--- config.mk ---
export PLATFORM = sky130hd
export DESIGN_NAME = iptc_dataset_deframer
export DESIGN_NICKNAME = d
export VERILOG_FILES = /design/src/rtl/idd_pkg.sv /design/src/rtl/idd_fifo.sv /design/src/rtl/idd_front.sv /design/src/rtl/idd_back.sv /design/src/rtl/iptc_dataset_deframer.sv
export SDC_FILE = /design/constraint.sdc
export NUM_CORES = 1
export LEC_CHECK = 0
export BUFFER_PORTS_ARGS = -buffer_cell sky130_fd_sc_hd__buf_2
export CAP_MARGIN = 10
export CORE_MARGIN = 10
export CORE_UTILIZATION = 35
export DETAILED_ROUTE_END_ITERATION = 16
export HOLD_SLACK_MARGIN = 0.03
export MAX_ROUTING_LAYER = met4
export PLACE_DENSITY = 0.6
export REMOVE_ABC_BUFFERS = 1
export SYNTH_ARGS = -nofsm -noshare
export SYNTH_HDL_FRONTEND = slang
export SYNTH_HIERARCHICAL = 1
export SYNTH_SLANG_ARGS = --single-unit
--- constraint.sdc ---
create_clock -name clk -period 8.1 [get_ports clk]
set_clock_uncertainty 0.15 [all_clocks]
set_input_delay 0.81 -clock clk [delete_from_list [all_inputs] [get_ports clk]]
set_output_delay 0.81 -clock clk [all_outputs]
set_load 0.005 [all_outputs]
--- src/rtl/idd_pkg.sv ---
`timescale 1ns / 1ps

package idd_pkg;

	localparam logic [7:0] MARKER_RESET = 8'h1C;
	localparam int MIN_LEFT = 6;
	localparam int SOS_MAX = 4;
	localparam int EXT_FLAG_BIT = 7;
	localparam logic [14:0] SOS_MASK = 15'h7FFF;

	localparam logic [1:0] KIND_HEADER = 2'd0;
	localparam logic [1:0] KIND_PAYLOAD = 2'd1;
	localparam logic [1:0] KIND_STATUS = 2'd2;

	localparam logic [1:0] ST_OK = 2'd0;
	localparam logic [1:0] ST_SOS = 2'd1;
	localparam logic [1:0] ST_LEN_PAST = 2'd2;
	localparam logic [1:0] ST_PAY_PAST = 2'd3;

	// classified input item, front to back
	typedef struct packed {
		logic [7:0] data_byte;
		logic [31:0] rem;
		logic n_lt6;
		logic rem_lt6;
		logic is_marker;
	} mid_item_t;

	// one result item
	typedef struct packed {
		logic [1:0] kind;
		logic [7:0] record_id;
		logic [7:0] dataset_id;
		logic [31:0] payload_length;
		logic [7:0] payload_byte;
		logic payload_last;
		logic done_res;
		logic [1:0] status;
	} res_item_t;

endpackage

--- src/rtl/idd_fifo.sv ---
`timescale 1ns / 1ps

module idd_fifo #(
	parameter int WIDTH = 8,
	parameter int DEPTH = 4
) (
	input logic clk,
	input logic arst_n,
	input logic push,
	input logic [WIDTH-1:0] wdata,
	output logic full,
	input logic pop,
	output logic [WIDTH-1:0] rdata,
	output logic empty
);

	localparam int AW = (DEPTH > 1) ? $clog2(DEPTH) : 1;
	localparam int CW = $clog2(DEPTH + 1);

	logic [WIDTH-1:0] mem_q [DEPTH];
	logic [AW-1:0] wr_ptr_q;
	logic [AW-1:0] rd_ptr_q;
	logic [CW-1:0] cnt_q;
	logic do_push;
	logic do_pop;

	assign full = (cnt_q == CW'(DEPTH));
	assign empty = (cnt_q == '0);
	assign do_push = push && !full;
	assign do_pop = pop && !empty;
	assign rdata = mem_q[rd_ptr_q];

	always_ff @(posedge clk) begin
		if (do_push) begin
			mem_q[wr_ptr_q] <= wdata;
		end
	end

	always_ff @(posedge clk or negedge arst_n) begin
		if (!arst_n) begin
			wr_ptr_q <= '0;
			rd_ptr_q <= '0;
			cnt_q <= '0;
		end else begin
			if (do_push) begin
				wr_ptr_q <= (wr_ptr_q == AW'(DEPTH - 1)) ? '0 : wr_ptr_q + AW'(1);
			end
			if (do_pop) begin
				rd_ptr_q <= (rd_ptr_q == AW'(DEPTH - 1)) ? '0 : rd_ptr_q + AW'(1);
			end
			if (do_push && !do_pop) begin
				cnt_q <= cnt_q + CW'(1);
			end else if (do_pop && !do_push) begin
				cnt_q <= cnt_q - CW'(1);
			end
		end
	end

endmodule

--- src/rtl/idd_front.sv ---
`timescale 1ns / 1ps

module idd_front (
	input logic clk,
	input logic arst_n,
	input logic marker_we,
	input logic [7:0] marker_byte,
	input logic [7:0] data_byte,
	input logic [31:0] bytes_left,
	output idd_pkg::mid_item_t item
);

	import idd_pkg::*;

	logic [7:0] marker_q;

	always_ff @(posedge clk or negedge arst_n) begin
		if (!arst_n) begin
			marker_q <= MARKER_RESET;
		end else if (marker_we) begin
			marker_q <= marker_byte;
		end
	end

	// a zero count is taken as one
	always_comb begin
		item.data_byte = data_byte;
		item.rem = (bytes_left == '0) ? '0 : bytes_left - 32'd1;
		item.n_lt6 = (bytes_left < 32'(MIN_LEFT));
		item.rem_lt6 = (bytes_left < 32'(MIN_LEFT + 1));
		item.is_marker = (data_byte == marker_q);
	end

endmodule

--- src/rtl/idd_back.sv ---
`timescale 1ns / 1ps

module idd_back #(
	parameter int LENGTH_BITS = 32
) (
	input logic clk,
	input logic arst_n,
	input idd_pkg::mid_item_t item,
	input logic item_empty,
	output logic item_pop,
	output idd_pkg::res_item_t res,
	output logic res_push,
	input logic res_full
);

	import idd_pkg::*;

	localparam logic [2:0] PH_SEARCH = 3'd0;
	localparam logic [2:0] PH_RECORD = 3'd1;
	localparam logic [2:0] PH_DATASET = 3'd2;
	localparam logic [2:0] PH_LEN_HI = 3'd3;
	localparam logic [2:0] PH_LEN_LO = 3'd4;
	localparam logic [2:0] PH_EXT = 3'd5;
	localparam logic [2:0] PH_PAYLOAD = 3'd6;
	localparam logic [2:0] PH_DONE = 3'd7;

	localparam logic [LENGTH_BITS-1:0] LEN_MAX = '1;

	logic [2:0] phase_q, phase_d;
	logic [7:0] rec_q, rec_d;
	logic [7:0] ds_q, ds_d;
	logic [7:0] first_q, first_d;
	logic [2:0] ext_q, ext_d;
	logic [LENGTH_BITS-1:0] accum_q, accum_d;
	logic [LENGTH_BITS-1:0] pay_rem_q, pay_rem_d;

	logic take;
	logic fin_go;
	logic [LENGTH_BITS-1:0] fin_len;
	logic [14:0] sos;
	logic accum_sat;
	logic [LENGTH_BITS-1:0] accum_shift;
	logic [2:0] ext_dec;

	assign take = !item_empty && !res_full;
	assign item_pop = take;
	assign sos = {first_q[6:0], item.data_byte} & SOS_MASK;
	assign accum_sat = (accum_q[LENGTH_BITS-1 -: 8] != 8'd0);
	assign accum_shift = accum_sat ? LEN_MAX : {accum_q[LENGTH_BITS-9:0], item.data_byte};
	assign ext_dec = ext_q - 3'd1;

	always_comb begin
		phase_d = phase_q;
		rec_d = rec_q;
		ds_d = ds_q;
		first_d = first_q;
		ext_d = ext_q;
		accum_d = accum_q;
		pay_rem_d = pay_rem_q;
		fin_go = 1'b0;
		fin_len = '0;
		res_push = 1'b0;
		res = '0;
		res.record_id = rec_q;
		res.dataset_id = ds_q;
		if (take) begin
			case (phase_q)
				PH_SEARCH: begin
					if (item.n_lt6) begin
						phase_d = PH_DONE;
						res_push = 1'b1;
						res.kind = KIND_STATUS;
						res.done_res = 1'b1;
					end else if (item.is_marker) begin
						phase_d = PH_RECORD;
					end else if (item.rem_lt6) begin
						phase_d = PH_DONE;
						res_push = 1'b1;
						res.kind = KIND_STATUS;
						res.done_res = 1'b1;
					end
				end
				PH_RECORD: begin
					rec_d = item.data_byte;
					phase_d = PH_DATASET;
				end
				PH_DATASET: begin
					ds_d = item.data_byte;
					phase_d = PH_LEN_HI;
				end
				PH_LEN_HI: begin
					first_d = item.data_byte;
					phase_d = PH_LEN_LO;
				end
				PH_LEN_LO: begin
					if (first_q[EXT_FLAG_BIT]) begin
						accum_d = '0;
						if (sos > 15'(SOS_MAX)) begin
							phase_d = PH_DONE;
							res_push = 1'b1;
							res.kind = KIND_STATUS;
							res.done_res = 1'b1;
							res.status = ST_SOS;
						end else if (32'(sos) > item.rem) begin
							phase_d = PH_DONE;
							res_push = 1'b1;
							res.kind = KIND_STATUS;
							res.done_res = 1'b1;
							res.status = ST_LEN_PAST;
						end else if (sos == 15'd0) begin
							fin_go = 1'b1;
							fin_len = '0;
						end else begin
							ext_d = sos[2:0];
							phase_d = PH_EXT;
						end
					end else begin
						fin_go = 1'b1;
						fin_len = LENGTH_BITS'({first_q, item.data_byte});
						accum_d = fin_len;
					end
				end
				PH_EXT: begin
					accum_d = accum_shift;
					ext_d = ext_dec;
					if (ext_dec == 3'd0) begin
						fin_go = 1'b1;
						fin_len = accum_shift;
					end
				end
				PH_PAYLOAD: begin
					res_push = 1'b1;
					res.kind = KIND_PAYLOAD;
					res.payload_length = 32'(accum_q);
					res.payload_byte = item.data_byte;
					if (pay_rem_q <= LENGTH_BITS'(1)) begin
						res.payload_last = 1'b1;
						pay_rem_d = '0;
						if (item.rem_lt6) begin
							phase_d = PH_DONE;
							res.done_res = 1'b1;
						end else begin
							phase_d = PH_SEARCH;
						end
					end else begin
						pay_rem_d = pay_rem_q - LENGTH_BITS'(1);
					end
				end
				default: begin
				end
			endcase
			// complete length, checked against the bytes after this one
			if (fin_go) begin
				res_push = 1'b1;
				res.payload_length = 32'(fin_len);
				if (32'(fin_len) > item.rem) begin
					phase_d = PH_DONE;
					res.kind = KIND_STATUS;
					res.done_res = 1'b1;
					res.status = ST_PAY_PAST;
				end else if (fin_len != '0) begin
					pay_rem_d = fin_len;
					phase_d = PH_PAYLOAD;
					res.kind = KIND_HEADER;
				end else if (item.rem_lt6) begin
					phase_d = PH_DONE;
					res.kind = KIND_HEADER;
					res.done_res = 1'b1;
				end else begin
					phase_d = PH_SEARCH;
					res.kind = KIND_HEADER;
				end
			end
		end
	end

	always_ff @(posedge clk or negedge arst_n) begin
		if (!arst_n) begin
			phase_q <= PH_SEARCH;
			rec_q <= '0;
			ds_q <= '0;
			first_q <= '0;
			ext_q <= '0;
			accum_q <= '0;
			pay_rem_q <= '0;
		end else begin
			phase_q <= phase_d;
			rec_q <= rec_d;
			ds_q <= ds_d;
			first_q <= first_d;
			ext_q <= ext_d;
			accum_q <= accum_d;
			pay_rem_q <= pay_rem_d;
		end
	end

`ifndef SYNTHESIS
	a_no_push_full: assert property (@(posedge clk) disable iff (!arst_n)
		res_push |-> !res_full)
		else $error("result pushed into full queue");
	a_done_sticks: assert property (@(posedge clk) disable iff (!arst_n)
		(res_push && res.done_res) |=> (phase_q == PH_DONE))
		else $error("done result without done phase");
	a_quiet_done: assert property (@(posedge clk) disable iff (!arst_n)
		(phase_q == PH_DONE) |-> !res_push)
		else $error("result after parsing finished");
	a_ext_count: assert property (@(posedge clk) disable iff (!arst_n)
		(phase_q == PH_EXT) |-> (ext_q != 3'd0))
		else $error("extended length phase with no bytes to go");
	a_payload_count: assert property (@(posedge clk) disable iff (!arst_n)
		(phase_q == PH_PAYLOAD) |-> (pay_rem_q != '0))
		else $error("payload phase with nothing left");
`endif

endmodule

--- src/rtl/iptc_dataset_deframer.sv ---
`timescale 1ns / 1ps

// channel  | handshake           | payload
// ---------+---------------------+--------------------------------------------
// input    | push / full         | data_byte, bytes_left
// result   | empty / pop         | kind, record_id, dataset_id, payload_length,
//          |                     | payload_byte, payload_last, done_res, status
// config   | marker_we           | marker_byte
//
// one item per cycle is accepted while full is low, and one result per cycle is
// delivered while results wait and pop is high; a result shows on the ports once
// its item has left the input queue and its result sits in the result queue
// reset clears the marker to 0x1c and puts the parser in the marker search
// the parser takes an item only while the result queue has room, so a stalled
// result side fills the result queue, then the input queue, then raises full

module iptc_dataset_deframer #(
	parameter int LENGTH_BITS = 32
) (
	input logic clk,
	input logic arst_n,
	input logic marker_we,
	input logic [7:0] marker_byte,
	input logic push,
	output logic full,
	input logic [7:0] data_byte,
	input logic [31:0] bytes_left,
	output logic empty,
	input logic pop,
	output logic [1:0] kind,
	output logic [7:0] record_id,
	output logic [7:0] dataset_id,
	output logic [31:0] payload_length,
	output logic [7:0] payload_byte,
	output logic payload_last,
	output logic done_res,
	output logic [1:0] status
);

	import idd_pkg::*;

	// classified item before and after the input queue
	mid_item_t front_item;
	mid_item_t back_item;
	logic mid_empty;
	logic mid_pop;

	// result between parser and result queue
	res_item_t back_res;
	res_item_t out_res;
	logic res_push;
	logic res_full;

	// front: marker register and per-byte classification
	idd_front u_front (
		.clk(clk),
		.arst_n(arst_n),
		.marker_we(marker_we),
		.marker_byte(marker_byte),
		.data_byte(data_byte),
		.bytes_left(bytes_left),
		.item(front_item)
	);

	// short queue that lets the front accept while the parser waits
	idd_fifo #(
		.WIDTH($bits(mid_item_t)),
		.DEPTH(4)
	) u_mid_q (
		.clk(clk),
		.arst_n(arst_n),
		.push(push),
		.wdata(front_item),
		.full(full),
		.pop(mid_pop),
		.rdata(back_item),
		.empty(mid_empty)
	);

	// back: header and payload state machine
	idd_back #(
		.LENGTH_BITS(LENGTH_BITS)
	) u_back (
		.clk(clk),
		.arst_n(arst_n),
		.item(back_item),
		.item_empty(mid_empty),
		.item_pop(mid_pop),
		.res(back_res),
		.res_push(res_push),
		.res_full(res_full)
	);

	// result queue, oldest result shown on the ports
	idd_fifo #(
		.WIDTH($bits(res_item_t)),
		.DEPTH(4)
	) u_res_q (
		.clk(clk),
		.arst_n(arst_n),
		.push(res_push),
		.wdata(back_res),
		.full(res_full),
		.pop(pop),
		.rdata(out_res),
		.empty(empty)
	);

	assign kind = out_res.kind;
	assign record_id = out_res.record_id;
	assign dataset_id = out_res.dataset_id;
	assign payload_length = out_res.payload_length;
	assign payload_byte = out_res.payload_byte;
	assign payload_last = out_res.payload_last;
	assign done_res = out_res.done_res;
	assign status = out_res.status;

endmodule

==> impl_metrics.tcl, run 1 <==
set metrics [dict create \
    root_buffer "clkbuf_16" \
    synth_async_sr_flop_share_pct 21.6 \
    die-area_sq_um 81300 \
    maxSlewHeadroom_pct 22.8 \
    finalCritPeriodShare_pct 75.5 \
    max_freq_mhz 164 \
    clkSlewWorstSetupHoldPaths_ps 60 \
    drive_gt1_share_pct 22.2 \
    cp_num_buf_inv 1 \
    synth_warnings 6 \
    hp-class "input port to async pin" \
    drt_iter0_drc 1230 \
    ctsHoldBuffers 0 \
    grt_pass1_wl_microns 92000 \
    max_stage_delay_ps 870 \
    synth.avg_cell_area_sq_um 14.7 \
    antenna_found_initial 1 \
    dp_hpwl_microns 40900 \
    firstDrtPassIters 5 \
    synth.distinct_cells 87 \
    critPathArrivalTime_ps 6510 \
    crit_chain "and3b_1, nand3_1, a21oi_1, o21ai_0, inv_1, ha_1, a21oi_1, o21ai_0, a221o_1, o311a_1, or2_0, nor3_1, a221o_1" \
    start_util_pct 35.2 \
    crit_path_end_kind "flip-flop" \
    grt_pass1_vias 14900 \
    critPathSlowestCell "nand3_1" \
    ant_nets 0 \
    preCtsSetupSlack_ps 2030 \
    ys_ff_latch 536 \
    drc 0 \
    grt_max_degree 68 \
    postCtsSetupBuffers 0 \
    cp-start-kind "flip-flop" \
    synth_ff_type "edfxtp_1" \
    fin_nets 1902 \
    leakage_nw 10.1 \
    clk_latency_ps 610 \
    setup_tns_ps 0 \
    ctsLongestPathBuffers 3 \
    core_sq_um 69900 \
    synth_area_sq_um 24600 \
    fin_ws_ps 1980 \
    status "finished, final reports clean" \
    area.growth.synth_to_final_pct 12.9 \
    finalMaxSlewViolations 0 \
    vdd_drop_max_mv 0.200 \
    tightest_slew_ps 1150 \
    timing.final.crit_period_ps 6120 \
    io_pins 117 \
    crit_required_ps 8490 \
    cts_made_buffers 53 \
    yosysSeqAreaShare_pct 63.1 \
    crit_family "simple AND/OR/NAND/NOR gates" \
    path_max_fanout 24 \
    post_cts_resized 0 \
    synth-edff-count 420 \
    gr-total-overflow 0 \
    final_hold_viol_count 0 \
    syn_inst 1676 \
    cts_num_sinks 536 \
    grtUsageTotal_pct 14.7 \
    vias_per_cell 5.35 \
    final-setup-viol-count 0 \
    wl_per_cell_microns 21.4 \
    max_cap_violations 0 \
    vias 14800 \
    place_congestion 0.922 \
    multi_input_area_sq_um 8270 \
    dieHeight_microns 285 \
    nFillCells 6562 \
    rsz0062_at_grt "false" \
    wirelength_microns 59300 \
    seqCellArea_sq_um 15500 \
    htreeDepth 2 \
    critical_path_class "flip-flop to flip-flop" \
    die_x_microns 285 \
    numPortBuffers 116 \
    rows 97 \
    cellPowerDensity_nw_per_um2 366 \
    cts_tree "done" \
]
[cell families (layout without fill, tap and decap cells)]
kind of cell               Yosys count  count (layout)  synth area share (%)
xor gates and xnor gates            28              28                 0.997
buffers and inverters              159             308                  3.35
and+or+nand+nor                    441             441                  9.57
muxes                              149             149                  11.7
other                                0               1                     0
adders and majority gates           68              68                  3.52
DFF                                536             536                  63.1
AOI/OAI and AO/OA                  295             295                  7.79
[layer usage]
layer  track usage, %  routed length, microns  share of wire [%]  up-vias
li1                 -                       -                  -     6755
met1             20.2                   27100                 46     7535
met2             22.8                   28100                 47      432
met3             1.99                    2940                5.0       86
met4             3.76                    1140                1.9        0
met5                -                       0                  0        -
[per-stage QoR]
step | cells | hold WS (ps) | power (W) | utilization (%) | cell area, sq um
3_5_place_dp | 2666 | 352 | 0.00784 | 37.2 | 26000
6_report | 2766 | 97.5 | 0.0102 | 39.7 | 27800
5_1_grt | 2766 | 142 | 0.0108 | 39.7 | 27800
4_1_cts | 2765 | 95.5 | 0.0103 | 39.7 | 27800
3_3_place_gp | 2666 | 337 | 0.00775 | 37.2 | 26000
2_1_floorplan | 1585 | 313 | 0.00650 | - | 24000
[final timing paths]
path / slack, ps / start / cells after the start / end
max in group asynchronous: 6280 / arst_n / 2 / u_back/accum_q[22]
min in group clk: 300 / marker_byte[5] / 2 / u_front/marker_q[5]
setup reg to reg: 1980 / u_back/phase_q[2] / 13 / u_back/pay_rem_q[29]
hold reg to reg: 350 / u_back/ds_q[0] / 0 / u_res_q/mem_q[1][44]
hold / removal: 100 / arst_n / 1 / u_back/rec_q[6]
setup / recovery: 1980 / u_back/phase_q[2] / 13 / u_back/pay_rem_q[29]
[cells in the final DEF, fill, tap and decap left out, types with 6 or more instances in the layout]
cell type	instances
clkbuf_1	13
o31ai_1	25
or2_2	6
xnor2_1	15
o41ai_1	6
nand3b_1	7
or4_1	20
a21o_1	26
clkinv_1	7
edfxtp_1	420
inv_1	68
a221o_1	14
nand2_1	98
clkinv_2	9
nor4_1	33
o21ai_0	90
and2_2	7
mux2_2	35
buf_2	115
o21ai_1	10
and3_1	11
nor2_1	114
nand2b_1	10
ha_1	66
a31oi_1	6
nand4_1	26
clkbuf_16	54
dfrtp_1	110
or3_1	19
buf_4	26
xor2_1	13
a22oi_1	7
mux4_2	105
nor3_1	29
o211ai_1	8
a21oi_1	60
nand3_1	17
[power by group]
part | switching (W) | internal, W
logic | 0.00200 | 0.00144
registers | 0.000523 | 0.00376
clock network | 0.00103 | 0.00142
total | 0.00355 | 0.00662
[flip-flops by register name, summed over array words and instances, names as in the netlist, 8 cells and up]
register	count
u_back/first_q	8
u_back/ds_q	8
u_mid_q/mem_q	172
u_front/marker_q	8
u_res_q/mem_q	248
u_back/pay_rem_q	32
u_back/rec_q	8
u_back/accum_q	32
[area by class of cell]
| type | instances | share of cell area, % |
|---|---|---|
| repair buffers | 141 | 2.78 |
| diodes | 1 | 0.00902 |
| clock inverters | 29 | 1.11 |
| well taps | 940 | 4.24 |
| clock buffers | 70 | 5.19 |
| inverters | 68 | 0.920 |
| multi-input cells | 981 | 29.8 |
| flip-flops and latches | 536 | 55.9 |
[cells in the mapped netlist, types with 17 or more instances]
master	count	area, sq um
inv_1	68	255
mux2_2	35	394
mux4_2	105	2360
a21o_1	26	195
edfxtp_1	420	12600
o31ai_1	25	188
ha_1	66	826
nor4_1	34	213
nor3_1	29	145
nand2_1	98	368
nand4_1	26	163
dfrtp_1	113	2830
buf_2	25	125
or3_1	19	119
o21ai_0	90	450
or4_1	20	150
a21oi_1	60	300
nor2_1	115	432
nand3_1	17	85.1
clkbuf_1	41	154
No activity file was read; power rests on OpenSTA's default activity.
==> run 2, diff against run 1 <==
- ABC_AREA: not set -> 1
- clock period: 8.1 -> 6.4 ns (I/O delays scaled with it)
==> run 2 against run 1 <==
Die area rose by 9.9%. Register-to-register slack worse by 770 ps. Largest cell class unchanged. Total power is 5.3% higher. Wire length grew 12%. Clock power increased by 35%. Fmax is 18% higher. Synthesized area grew 11%. Sequential power decreased by 0.9%. Final area is 10% higher. Highest routed layer unchanged. Critical path type unchanged.
==> impl_metrics.tcl, run 2 <==
set metrics [dict create \
    status "finished, final reports clean" \
    grtUsageTotal_pct 15.1 \
    synth.distinct_cells 50 \
    dieHeight_microns 299 \
    critPathLaunch "u_mid_q/rd_ptr_q[0]" \
    numPortBuffers 116 \
    die_x_microns 299 \
    top_regs "u_res_q/mem_q x248, u_mid_q/mem_q x172" \
    crit_path_end "u_res_q/mem_q[2][45]" \
    crit_chain "buf_4, buf_4, nand2_1, o211ai_1, nand2_1, inv_1, nand4_1, nor2_1, nand2_1, nor2_1, nand3_1, inv_1, nand2_1, nand3_1, inv_1, a31oi_1, nand2_1, nor2_4, buf_4" \
    vdd_drop_max_mv 0.348 \
    root_buffer "clkbuf_16" \
    gr-total-overflow 0 \
    die-area_sq_um 89300 \
    grt_max_degree 198 \
    finalCritPeriodShare_pct 81.0 \
    r2r-start "u_mid_q/rd_ptr_q[0]" \
    antennaDiodeCount 0 \
    yosysSeqAreaShare_pct 57.0 \
    vias_per_cell 4.82 \
    crit_path_end_kind "flip-flop" \
    drc 0 \
    critPathArrivalTime_ps 5360 \
    ctsHoldBuffers 1 \
    cts_tree "done" \
    internal-power_w 0.00696 \
    clk_latency_ps 640 \
    maxSlewHeadroom_pct 33.2 \
    synth_async_sr_flop_share_pct 21.6 \
    final_common_cell "nand2_1" \
    finalMaxSlewViolations 0 \
    crit_path_frequent_cell "nand2_1" \
    rows 102 \
    ctsLongestPathBuffers 3 \
    r2r_slack_ps 1220 \
    post_cts_resized 0 \
    largest_register_ffs 248 \
    instances_no_fill 4043 \
    vias 19500 \
    dp_hpwl_microns 45300 \
    fin_ws_ps 1220 \
    drt_iter0_drc 1764 \
    path_max_fanout 105 \
    postCtsSetupBuffers 0 \
    htreeDepth 2 \
    yosys-top-cells-area "edfxtp_1 46%, nand2_1 11%, dfrtp_1 10%, inv_1 6.0%, o211ai_1 5.7%" \
    cellPowerDensity_nw_per_um2 350 \
    combPwrFrac_pct 29.3 \
    r2r.worst_path.cells 19 \
    p_seq_share_pct 39.8 \
    wl_per_cell_microns 16.4 \
    core_sq_um 77200 \
    fin_nets 3075 \
    preCtsSetupSlack_ps 1140 \
    ant_nets 0 \
    place_congestion 0.918 \
    p_clk_share_pct 31.0 \
    largest_register "u_res_q/mem_q" \
    cts_num_sinks 536 \
    synth_ff_type "edfxtp_1" \
    synth_top_area_share_pct 46.3 \
    rsz0062_at_grt "false" \
    critical_path_class "flip-flop to flip-flop" \
    dp.cells 3932 \
    leakage_nw 13.1 \
    synth-edff-count 420 \
    cp_num_buf_inv 6 \
    max_freq_mhz 193 \
    firstDrtPassIters 7 \
    final_cell_mix "811 x nand2_1, 431 x inv_1, 420 x edfxtp_1, 214 x nor2_1, 205 x o211ai_1" \
    reg2reg_to "u_res_q/mem_q[2][45]" \
    synth_warnings 6 \
    start_util_pct 35.3 \
    wirelength_microns 66400 \
    ys_ff_latch 536 \
    hp-class "input port to flip-flop" \
    tightest_slew_ps 1000 \
    timing.final.crit_period_ps 5180 \
    area.growth.synth_to_final_pct 12.3 \
    max_cap_violations 0 \
    syn_inst 2867 \
    cp_num_cells 19 \
    synth.most_common_cell "nand2_1" \
    synth_area_sq_um 27200 \
    antenna_found_initial 0 \
    drive_gt1_share_pct 10.9 \
    final-setup-viol-count 0 \
    io_pins 117 \
    final_hold_viol_count 0 \
    synth.avg_cell_area_sq_um 9.49 \
    max_stage_delay_ps 1060 \
    grt_pass1_wl_microns 106000 \
    synth_common_cells "811 x nand2_1, 432 x inv_1, 420 x edfxtp_1, 223 x nor2_1, 205 x o211ai_1" \
    synth_largest_area_cell "edfxtp_1" \
    clkSlewWorstSetupHoldPaths_ps 60 \
    grt_pass1_vias 18800 \
    crit_required_ps 6580 \
    cts_made_buffers 59 \
    crit_family "simple AND/OR/NAND/NOR gates" \
    power_switching_w 0.00374 \
    swShare_pct 35.0 \
    cp-start-kind "flip-flop" \
    critPathSlowestCell "dfrtp_4" \
]
## run 2: final cells by class
type                       count  area (sq um)
clock buffer                  86          1710
clock inverter                24           226
fill                        7582         46700
inverter                     438          1650
multi-input combinational   1770          9240
sequential                   536         15500
tap                         1040          1300
timing repair buffer         149           896
## run 2: cells by family (layout without fill, tap and decap cells)
family | Yosys count | after routing | synth area share (%)
simple gates | 1240 | 1240 | 18.8
flops | 536 | 536 | 57.0
buf+inv | 561 | 697 | 9.27
compound gates | 410 | 410 | 9.96
mux | 8 | 8 | 0.331
xor+xnor | 44 | 44 | 1.42
fa+ha+maj | 68 | 68 | 3.18
## run 2: stage by stage
stage / power (W) / area (sq um) / hold WS, ps / setup TNS, ps / util [%]
3_5_place_dp: 0.00753 / 28600 / 329 / 0 / 37.0
5_1_grt: 0.0114 / 30600 / 84.4 / 0 / 39.6
3_3_place_gp: 0.00748 / 28600 / 320 / 0 / 37.0
4_1_cts: 0.0109 / 30600 / 56.4 / 0 / 39.6
6_report: 0.0107 / 30600 / 93.0 / 0 / 39.6
2_1_floorplan: 0.00630 / 26300 / 194 / -413750 / -
## run 2: metal layers
metal | track usage, % | vias to the layer above | wire [microns]
met1 | 20.4 | 9295 | 31100
met4 | 3.33 | 0 | 984
li1 | - | 9674 | -
met5 | - | - | 0
met2 | 24.2 | 442 | 31100
met3 | 1.89 | 75 | 3200
## run 2: power by group through the flow
| stage | sequential [W] | clock, W | combinational (W) |
|---|---|---|---|
| floorplan | 0.00449 | 0 | 0.00181 |
| global placement | 0.00432 | 0 | 0.00316 |
| detailed placement | 0.00433 | 0 | 0.00320 |
| CTS | 0.00426 | 0.00339 | 0.00321 |
| global route | 0.00429 | 0.00354 | 0.00359 |
| finish | 0.00425 | 0.00331 | 0.00313 |
## run 2: worst min-delay path by stage
stage,startpoint,cells past startpoint,to
4_1_cts,marker_byte[6],2,u_front/marker_q[6]
3_5_place_dp,u_back/accum_q[7],2,u_back/accum_q[7]
2_1_floorplan,arst_n,0,u_back/accum_q[0]
6_report,marker_byte[6],2,u_front/marker_q[6]
5_1_grt,marker_byte[6],2,u_front/marker_q[6]
3_3_place_gp,u_back/accum_q[7],2,u_back/accum_q[7]
